<file path="src/hdl/bgr_pkg.sv">
// Package for the button gesture recogniser: event codes, register indexes,
// configuration and result bundle types. No dependencies.
package bgr_pkg;

  // Event codes carried on the result channel.
  typedef enum logic [3:0] {
    EV_CLICKS   = 4'd0,
    EV_SELECT   = 4'd1,
    EV_ENTER    = 4'd2,
    EV_WARN     = 4'd3,
    EV_ARMED    = 4'd4,
    EV_CANCEL   = 4'd5,
    EV_RESET    = 4'd6,
    EV_ACTIVITY = 4'd7,
    EV_NEXT     = 4'd8
  } evt_code_e;

  // Configuration register indexes.
  localparam logic [2:0] CFG_DEBOUNCE    = 3'd0;
  localparam logic [2:0] CFG_MEDIUM_HOLD = 3'd1;
  localparam logic [2:0] CFG_WARN_HOLD   = 3'd2;
  localparam logic [2:0] CFG_LONG_HOLD   = 3'd3;
  localparam logic [2:0] CFG_CONFIRM_WIN = 3'd4;
  localparam logic [2:0] CFG_SHORT_MAX   = 3'd5;
  localparam logic [2:0] CFG_CLICK_WIN   = 3'd6;
  localparam logic [2:0] CFG_ACTIVE_LOW  = 3'd7;

  // Limits and counts.
  localparam logic [10:0] CLICK_WIN_MIN  = 11'd50;
  localparam logic [10:0] CLICK_WIN_MAX  = 11'd2000;
  localparam logic [1:0]  CLICK_CAP      = 2'd3;
  localparam logic [1:0]  CONFIRM_NEEDED = 2'd2;

  // Register file as seen by the recogniser core.
  typedef struct packed {
    logic [15:0] debounce_ms;
    logic [15:0] medium_hold_ms;
    logic [15:0] warning_hold_ms;
    logic [15:0] long_hold_ms;
    logic [15:0] confirm_window_ms;
    logic [15:0] click_limit_ms;
    logic [10:0] click_window_ms;
    logic        active_low;
  } cfg_t;

  // All result items caused by one tick.
  typedef struct packed {
    logic [2:0]       count;
    logic [3:0][3:0]  code;
    logic [3:0][1:0]  clicks;
  } evt_bundle_t;

endpackage

</file>
<file path="src/hdl/bgr_core.sv">
// Gesture recogniser core: debounce, hold timing, click gathering and the
// factory-reset confirmation. Depends on bgr_pkg.
module bgr_core (
  input  logic                 clk_i,
  input  logic                 rst_ni,
  input  logic                 accept_i,
  input  logic                 pin_level_i,
  input  logic                 menu_active_i,
  input  logic                 menu_enabled_i,
  input  bgr_pkg::cfg_t        cfg_i,
  output bgr_pkg::evt_bundle_t bundle_o
);
  import bgr_pkg::*;

  logic [31:0] tick_q, tick_d;
  logic        prior_q, prior_d;
  logic [31:0] change_q, change_d;
  logic        stable_q, stable_d;
  logic [31:0] pstart_q, pstart_d;
  logic        pvalid_q, pvalid_d;
  logic        mfired_q, mfired_d;
  logic        wfired_q, wfired_d;
  logic        lfired_q, lfired_d;
  logic        armed_q, armed_d;
  logic [31:0] deadline_q, deadline_d;
  logic [1:0]  confirm_q, confirm_d;
  logic [1:0]  pend_q, pend_d;
  logic [31:0] lct_q, lct_d;

  logic [31:0] since_arm, since_click, held;
  logic        reading;
  logic        settled;
  logic [1:0]  confirm_inc;
  logic [2:0]  n;

  // Next state and the events of the tick on the input ports.
  always_comb begin
    tick_d     = tick_q + 32'd1;
    prior_d    = prior_q;
    change_d   = change_q;
    stable_d   = stable_q;
    pstart_d   = pstart_q;
    pvalid_d   = pvalid_q;
    mfired_d   = mfired_q;
    wfired_d   = wfired_q;
    lfired_d   = lfired_q;
    armed_d    = armed_q;
    deadline_d = deadline_q;
    confirm_d  = confirm_q;
    pend_d     = pend_q;
    lct_d      = lct_q;
    n          = 3'd0;
    bundle_o   = '0;

    since_arm   = tick_d - deadline_q;
    since_click = tick_d - lct_q;
    held        = tick_d - pstart_q;
    confirm_inc = confirm_q + 2'd1;

    // Confirmation window has run out.
    if (armed_q && !since_arm[31]) begin
      armed_d   = 1'b0;
      confirm_d = 2'd0;
      bundle_o.code[n[1:0]] = EV_CANCEL;
      n = n + 3'd1;
    end

    // Gathered clicks are reported once the click window has passed.
    if (!armed_d && (pend_q != 2'd0) && (since_click > {21'd0, cfg_i.click_window_ms})) begin
      bundle_o.code[n[1:0]]   = EV_CLICKS;
      bundle_o.clicks[n[1:0]] = pend_q;
      n      = n + 3'd1;
      pend_d = 2'd0;
      lct_d  = 32'd0;
    end

    // Debounce: the level must stay unchanged for the debounce time.
    reading = pin_level_i ^ cfg_i.active_low;
    if (reading != prior_q) begin
      change_d = tick_d;
      prior_d  = reading;
    end
    settled = (tick_d - change_d) >= {16'd0, cfg_i.debounce_ms};

    if (settled) begin
      // Hold events while the button is down.
      if (reading && pvalid_q) begin
        if (!mfired_q && (held >= {16'd0, cfg_i.medium_hold_ms})
            && (held < {16'd0, cfg_i.long_hold_ms})) begin
          mfired_d = 1'b1;
          pend_d   = 2'd0;
          lct_d    = 32'd0;
          if (menu_active_i) begin
            bundle_o.code[n[1:0]] = EV_SELECT;
            n = n + 3'd1;
          end else if (menu_enabled_i) begin
            bundle_o.code[n[1:0]] = EV_ENTER;
            n = n + 3'd1;
          end
        end
        if (!wfired_q && (held >= {16'd0, cfg_i.warning_hold_ms})) begin
          wfired_d = 1'b1;
          bundle_o.code[n[1:0]] = EV_WARN;
          n = n + 3'd1;
        end
        if (!lfired_q && (held >= {16'd0, cfg_i.long_hold_ms})) begin
          lfired_d = 1'b1;
          pend_d   = 2'd0;
          lct_d    = 32'd0;
          bundle_o.code[n[1:0]] = EV_ARMED;
          n = n + 3'd1;
        end
      end

      // Edge of the debounced level.
      if (reading != stable_q) begin
        stable_d = reading;
        if (reading) begin
          pstart_d = tick_d;
          pvalid_d = 1'b1;
          mfired_d = 1'b0;
          wfired_d = 1'b0;
          lfired_d = 1'b0;
          bundle_o.code[n[1:0]] = EV_ACTIVITY;
          n = n + 3'd1;
        end else begin
          if (pvalid_q) begin
            if (lfired_d) begin
              // Release after a long hold arms the factory reset.
              armed_d    = 1'b1;
              deadline_d = tick_d + {16'd0, cfg_i.confirm_window_ms};
              confirm_d  = 2'd0;
            end else if (armed_d) begin
              if (confirm_inc >= CONFIRM_NEEDED) begin
                armed_d   = 1'b0;
                confirm_d = 2'd0;
                bundle_o.code[n[1:0]] = EV_RESET;
                n = n + 3'd1;
              end else begin
                confirm_d = confirm_inc;
              end
            end else if (!mfired_d && (held < {16'd0, cfg_i.click_limit_ms})) begin
              // Short press: menu step, or one more click.
              if (menu_active_i) begin
                bundle_o.code[n[1:0]] = EV_NEXT;
                n = n + 3'd1;
              end else begin
                if (pend_d < CLICK_CAP) begin
                  pend_d = pend_d + 2'd1;
                end
                lct_d = tick_d;
              end
            end
          end
          // Every release clears the hold tracking.
          pstart_d = 32'd0;
          pvalid_d = 1'b0;
          mfired_d = 1'b0;
          wfired_d = 1'b0;
          lfired_d = 1'b0;
        end
      end
    end

    bundle_o.count = n;
  end

  // State advances once per accepted item.
  always_ff @(posedge clk_i or negedge rst_ni) begin
    if (!rst_ni) begin
      tick_q     <= '0;
      prior_q    <= 1'b0;
      change_q   <= '0;
      stable_q   <= 1'b0;
      pstart_q   <= '0;
      pvalid_q   <= 1'b0;
      mfired_q   <= 1'b0;
      wfired_q   <= 1'b0;
      lfired_q   <= 1'b0;
      armed_q    <= 1'b0;
      deadline_q <= '0;
      confirm_q  <= '0;
      pend_q     <= '0;
      lct_q      <= '0;
    end else if (accept_i) begin
      tick_q     <= tick_d;
      prior_q    <= prior_d;
      change_q   <= change_d;
      stable_q   <= stable_d;
      pstart_q   <= pstart_d;
      pvalid_q   <= pvalid_d;
      mfired_q   <= mfired_d;
      wfired_q   <= wfired_d;
      lfired_q   <= lfired_d;
      armed_q    <= armed_d;
      deadline_q <= deadline_d;
      confirm_q  <= confirm_d;
      pend_q     <= pend_d;
      lct_q      <= lct_d;
    end
  end

endmodule

</file>
<file path="src/hdl/bgr_out_buf.sv">
// Result register for the recogniser: holds the events of one tick and hands
// them out one item per handshake. Depends on bgr_pkg.
module bgr_out_buf (
  input  logic                 clk_i,
  input  logic                 rst_ni,
  input  logic                 load_i,
  input  bgr_pkg::evt_bundle_t bundle_i,
  output logic                 free_o,
  output logic                 out_valid_o,
  input  logic                 out_stall_i,
  output logic [3:0]           event_code_o,
  output logic [1:0]           click_total_o,
  output logic                 last_of_run_o
);
  import bgr_pkg::*;

  logic            busy_q, busy_d;
  logic [1:0]      rd_q, rd_d;
  logic [1:0]      last_q;
  logic [3:0][3:0] code_q;
  logic [3:0][1:0] clicks_q;
  logic            pop;
  logic            is_last;

  // Current item and handshake.
  assign is_last       = (rd_q == last_q);
  assign pop           = busy_q && !out_stall_i;
  assign free_o        = !busy_q || (pop && is_last);
  assign out_valid_o   = busy_q;
  assign event_code_o  = code_q[rd_q];
  assign click_total_o = clicks_q[rd_q];
  assign last_of_run_o = is_last;

  // Read pointer and occupancy.
  always_comb begin
    busy_d = busy_q;
    rd_d   = rd_q;
    if (pop) begin
      if (is_last) begin
        busy_d = 1'b0;
      end else begin
        rd_d = rd_q + 2'd1;
      end
    end
    if (load_i && (bundle_i.count != 3'd0)) begin
      busy_d = 1'b1;
      rd_d   = 2'd0;
    end
  end

  always_ff @(posedge clk_i or negedge rst_ni) begin
    if (!rst_ni) begin
      busy_q <= 1'b0;
      rd_q   <= '0;
    end else begin
      busy_q <= busy_d;
      rd_q   <= rd_d;
    end
  end

  // Payload of the held tick.
  always_ff @(posedge clk_i) begin
    if (load_i && (bundle_i.count != 3'd0)) begin
      code_q   <= bundle_i.code;
      clicks_q <= bundle_i.clicks;
      last_q   <= 2'(bundle_i.count - 3'd1);
    end
  end

endmodule

</file>
<file path="src/hdl/button_gesture_recognizer_unit.sv">
// Button gesture recogniser, top level: configuration registers, core and
// result register. Depends on bgr_pkg, bgr_core and bgr_out_buf.
//
// Each input item is one millisecond tick carrying the raw pin level and the
// menu flags. The events of an accepted tick (none to four) are loaded into
// the result register, which hands them out one item per cycle while the
// receiver does not stall. A tick that gives at most one event leaves the
// input free in the next cycle when that event is taken at once, so ticks
// can arrive every cycle; a tick that gives more events keeps the input
// stalled while the result register drains, and for every cycle in which
// the receiver stalls. Configuration writes take effect at once and should
// be made while the block is idle.
module button_gesture_recognizer_unit (
  input  logic        clk_i,
  input  logic        rst_ni,
  input  logic        cfg_we_i,
  input  logic [2:0]  cfg_index_i,
  input  logic [15:0] cfg_data_i,
  input  logic        in_valid_i,
  output logic        in_stall_o,
  input  logic        pin_level_i,
  input  logic        menu_active_i,
  input  logic        menu_enabled_i,
  output logic        out_valid_o,
  input  logic        out_stall_i,
  output logic [3:0]  event_code_o,
  output logic [1:0]  click_total_o,
  output logic        last_of_run_o
);
  import bgr_pkg::*;

  cfg_t        cfg_q;
  evt_bundle_t bundle;
  logic        free;
  logic        accept;
  logic [10:0] win_raw;
  logic [10:0] win_clamped;

  assign in_stall_o = !free;
  assign accept     = in_valid_i && free;

  // Click window is clamped into its legal range when written.
  assign win_raw = cfg_data_i[10:0];
  always_comb begin
    if (win_raw < CLICK_WIN_MIN) begin
      win_clamped = CLICK_WIN_MIN;
    end else if (win_raw > CLICK_WIN_MAX) begin
      win_clamped = CLICK_WIN_MAX;
    end else begin
      win_clamped = win_raw;
    end
  end

  // Configuration registers.
  always_ff @(posedge clk_i or negedge rst_ni) begin
    if (!rst_ni) begin
      cfg_q.debounce_ms       <= 16'd50;
      cfg_q.medium_hold_ms    <= 16'd2000;
      cfg_q.warning_hold_ms   <= 16'd7000;
      cfg_q.long_hold_ms      <= 16'd10000;
      cfg_q.confirm_window_ms <= 16'd5000;
      cfg_q.click_limit_ms    <= 16'd1000;
      cfg_q.click_window_ms   <= 11'd400;
      cfg_q.active_low        <= 1'b1;
    end else if (cfg_we_i) begin
      case (cfg_index_i)
        CFG_DEBOUNCE:    cfg_q.debounce_ms       <= cfg_data_i;
        CFG_MEDIUM_HOLD: cfg_q.medium_hold_ms    <= cfg_data_i;
        CFG_WARN_HOLD:   cfg_q.warning_hold_ms   <= cfg_data_i;
        CFG_LONG_HOLD:   cfg_q.long_hold_ms      <= cfg_data_i;
        CFG_CONFIRM_WIN: cfg_q.confirm_window_ms <= cfg_data_i;
        CFG_SHORT_MAX:   cfg_q.click_limit_ms    <= cfg_data_i;
        CFG_CLICK_WIN:   cfg_q.click_window_ms   <= win_clamped;
        CFG_ACTIVE_LOW:  cfg_q.active_low        <= cfg_data_i[0];
        default: begin
        end
      endcase
    end
  end

  // Gesture state and event generation.
  bgr_core u_core (
    .clk_i          (clk_i),
    .rst_ni         (rst_ni),
    .accept_i       (accept),
    .pin_level_i    (pin_level_i),
    .menu_active_i  (menu_active_i),
    .menu_enabled_i (menu_enabled_i),
    .cfg_i          (cfg_q),
    .bundle_o       (bundle)
  );

  // Result register and serialiser.
  bgr_out_buf u_out (
    .clk_i         (clk_i),
    .rst_ni        (rst_ni),
    .load_i        (accept),
    .bundle_i      (bundle),
    .free_o        (free),
    .out_valid_o   (out_valid_o),
    .out_stall_i   (out_stall_i),
    .event_code_o  (event_code_o),
    .click_total_o (click_total_o),
    .last_of_run_o (last_of_run_o)
  );

endmodule
</file>
<file path="config.mk">
export PLATFORM = sky130hd
export DESIGN_NAME = button_gesture_recognizer_unit
export DESIGN_NICKNAME = d
export VERILOG_FILES = /design/src/hdl/bgr_pkg.sv /design/src/hdl/bgr_core.sv /design/src/hdl/bgr_out_buf.sv /design/src/hdl/button_gesture_recognizer_unit.sv
export SDC_FILE = /design/constraint.sdc
export NUM_CORES = 1
export LEC_CHECK = 0
export ABC_AREA = 1
export BUFFER_PORTS_ARGS = -buffer_cell sky130_fd_sc_hd__buf_4
export CORE_MARGIN = 2
export CORE_UTILIZATION = 60
export CTS_BUF_LIST = sky130_fd_sc_hd__clkbuf_4
export DETAILED_ROUTE_END_ITERATION = 10
export PLACE_DENSITY = 0.76
export REMOVE_ABC_BUFFERS = 1
export SLEW_MARGIN = 10
export SYNTH_ARGS = -nofsm -noshare
export SYNTH_HDL_FRONTEND = slang
export SYNTH_SLANG_ARGS = --single-unit
export TNS_END_PERCENT = 20
</file>
<file path="constraint.sdc">
create_clock -name clk_i -period 13.1 [get_ports clk_i]
set_input_delay 1.31 -clock clk_i [delete_from_list [all_inputs] [get_ports clk_i]]
set_output_delay 1.31 -clock clk_i [all_outputs]
set_load 0.01 [all_outputs]
</file>
==> results.tsv <==
stage	metric	value	unit
synthesis	async_reset_ff_share	92.74	%
global_route	gr-total-overflow	0	
drt	ant_nets	0	
job	cap_viol_max_count	0	
drt	wl_met2	36.40	mm
synthesis	synth_edf_count	22	
clock_network	htreeDepth	3	
placement	dp_hpwl	63.13	mm
timing	skew	0.08527	ns
synthesis	yosys_warnings	0	
synthesis	yosys.area.top_type	dfrtp_1	
synthesis	ys_types	57	
drt	met3_length	7.559	mm
synthesis	synth_area_leaders	dfrtp_1, nand2_1, ha_1	
die	die_h	206.5	um
finish	multi_input_area	14370	um2
finish	syn_to_final_growth	7.721	%
die	rows	74	
setup_path	arrival	10.14	ns
synthesis	post-synth-top-count-cell	nand2_1	
synthesis	synthCells	3531	
drt	drt_iter0_markers	2720	
timing	min_period	9.683	ns
min_path	hold_class	input pin to async pin	
finish	drive_gt1_share	8.451	%
placement	port-buffer-count	35	
setup_path	max_stage_delay	0.69	ns
synthesis	yosysSeqAreaShare	31.43	%
clock_network	cts_buffers	83	
setup_path	cp_common_cell	nand2_1	
clock_network	cts_resized	0	
global_route	globalRouteTotalUtil	38.46	%
drt	topRoutingLayerUsed	met4	
clock_network	root_buffer	clkbuf_4	
synthesis	ys.flop_type	dfrtp_1	
clock_network	path_clk_slew	0.07	ns
timing	hold_viol	0	
global_route	first_global_vias	23780	
die	start_util	60.56	%
outcome	status	finished clean	
timing	fin_setup_tns	0	ns
die	design.core.area	40650	um2
drt	finalWirelength	80.68	mm
synthesis	synth_top_area_share	24.91	%
timing	rsz0062_at_grt	no	
die	io_pins	36	
drt	drc	0	
finish	fin_util	65.23	%
die	dieArea	42660	um2
drt	num_vias	24400	
finish	nets	3887	
die	die_x	206.5	um
drt	dr.pass1.iters	8	
setup_path	path_max_fanout	24	
clock_network	clockBufferDepth	3	
finish	register_area	7737	um2
global_route	antenna_found_initial	2	
finish	nFillCells	3682	
clock_network	cts_setup_buffers	0	
clock_network	cts_tree	yes	
global_route	grt_start_max_net_pins	76	
synthesis	synth_seq_cells	303	
clock_network	cts.sinks	303	
timing	worst_pin_slew	1.115	ns
timing	drv_slew	0	
setup_path	critical_path_class	flop to flop	
clock_network	holdBufCountCts	0	
timing	maxSlewHeadroom	25.42	%
synthesis	avgSynthCellArea	6.971	um2
setup_path	required	13.56	ns
drt	post_drt_wl_per_cell	19.20	um
setup_path	cp-start-kind	flop	
clock_network	clock_insertion_delay_worst_skew	0.86	ns
placement	gp_congestion	1.017	
setup_path	cp_slowest_cell	nand2_1	
drt	met1_length	32.96	mm
global_route	grt_pass1_wl	126.1	mm
timing	setup-violations-final	0	
setup_path	end_kind	flop	
synthesis	syn_area	24610	um2
timing	max_freq	103.3	MHz
timing	period_share	73.91	%
drt	via_per_inst	5.807	
synthesis	synth_common_cells	nand2_1, inv_1, o21ai_0, ha_1	
[final timing paths]
kind	to	from	slack, ns	cells after the start
worst max-delay path	u_out.clicks_q[2]	u_core.tick_q[0]	3.42	46
worst min-delay path	cfg_q[77]	rst_ni	0.44	1
worst max register to register	u_out.clicks_q[2]	u_core.tick_q[0]	3.42	46
worst min register to register	u_core.change_q[18]	u_core.change_q[18]	0.48	2
max in group asynchronous	u_core.pstart_q[11]	rst_ni	11.18	2
min in group clk_i	u_core.change_q[18]	u_core.change_q[18]	0.48	2
[kinds of logic (layout without fill, tap and decap cells)]
| kind of cell | count (synthesis) | after routing | share of synthesized area [%] |
|---|---|---|---|
| simple gates | 1539 | 1539 | 26.48 |
| buf+inv | 662 | 799 | 10.22 |
| compound gates | 661 | 661 | 14.85 |
| flops | 303 | 303 | 31.43 |
| fa+ha+maj | 254 | 254 | 13.03 |
| xor+xnor | 112 | 112 | 3.985 |
| other cells | 0 | 1 | 0 |
[layer usage]
metal,global-route usage [%],up-vias
met2,61.68,1164
met5,0,-
met1,49.28,11330
met3,8.477,238
li1,-,11670
met4,18.75,0
[worst max-delay path: cells and delay by family, from the launching register on]
kind	cells	cell delay, ns
AND/OR/NAND/NOR	25	4.34
adder cells (fa/ha/maj)	7	2.06
buffers and inverters	9	1.15
AO/OA/AOI/OAI	4	1.07
flip-flops	1	0.54
XOR/XNOR	1	0.12
[layout make-up]
type / count / area share, %
timing repair buffer: 51 / 1.472
clock inverter: 24 / 0.6606
multi-input combinational: 2566 / 54.18
antenna: 1 / 0.009438
tap: 532 / 2.510
clock buffer: 123 / 3.482
sequential: 303 / 29.18
inverter: 601 / 8.508
[through the flow]
stage	hold WS [ns]	area, um2	worst slack, ns	instances
2_1_floorplan	0.4457	24360	5.551	3470
3_3_place_gp	0.4595	25410	3.857	4053
3_5_place_dp	0.4665	25410	3.660	4053
4_1_cts	0.4025	26510	3.647	4200
5_1_grt	0.4651	26520	2.669	4201
6_report	0.4385	26520	3.417	4201
[registers in the layout, summed over array words and instances (netlist names)]
name,count
u_core.lct_q,32
u_out.clicks_q,4
u_core.pstart_q,32
u_out.rd_q,2
u_core.wfired_q,1
u_out.last_q,2
u_core.deadline_q,32
u_core.mfired_q,1
u_core.pvalid_q,1
u_core.prior_q,1
u_core.tick_q,32
u_core.change_q,32
u_core.lfired_q,1
u_core.pend_q,2
u_out.out_valid_o,1
u_core.armed_q,1
u_core.confirm_q,2
cfg_q,108
u_out.code_q,16
[placed cells by master, fill, tap and decap left out, types with 6 or more instances in the layout]
cell type | synthesis | final
o22ai_1 | 34 | 34
or2_2 | 7 | 7
o21ai_0 | 311 | 311
dfrtp_1 | 245 | 245
nand2_4 | 6 | 6
xor2_1 | 85 | 85
nand3_1 | 148 | 148
nand2_2 | 27 | 28
o21ai_2 | 18 | 18
a21o_1 | 13 | 13
nand4_1 | 54 | 54
o211ai_1 | 10 | 10
dfstp_2 | 36 | 36
nor4_1 | 11 | 11
nor3_1 | 43 | 43
nand2_1 | 954 | 953
clkbuf_4 | 0 | 123
o21ai_1 | 28 | 28
xnor2_1 | 27 | 27
clkinv_1 | 1 | 12
inv_1 | 589 | 589
nor2_1 | 245 | 245
o21bai_1 | 18 | 18
edfxtp_1 | 22 | 22
ha_1 | 250 | 250
o21a_1 | 12 | 12
buf_4 | 0 | 50
a31oi_1 | 15 | 15
nand3b_1 | 11 | 11
inv_2 | 11 | 11
a21oi_1 | 175 | 175
Power is not shown: default switching activity piles up to over one toggle a cycle in this logic, so the estimate is an artifact.
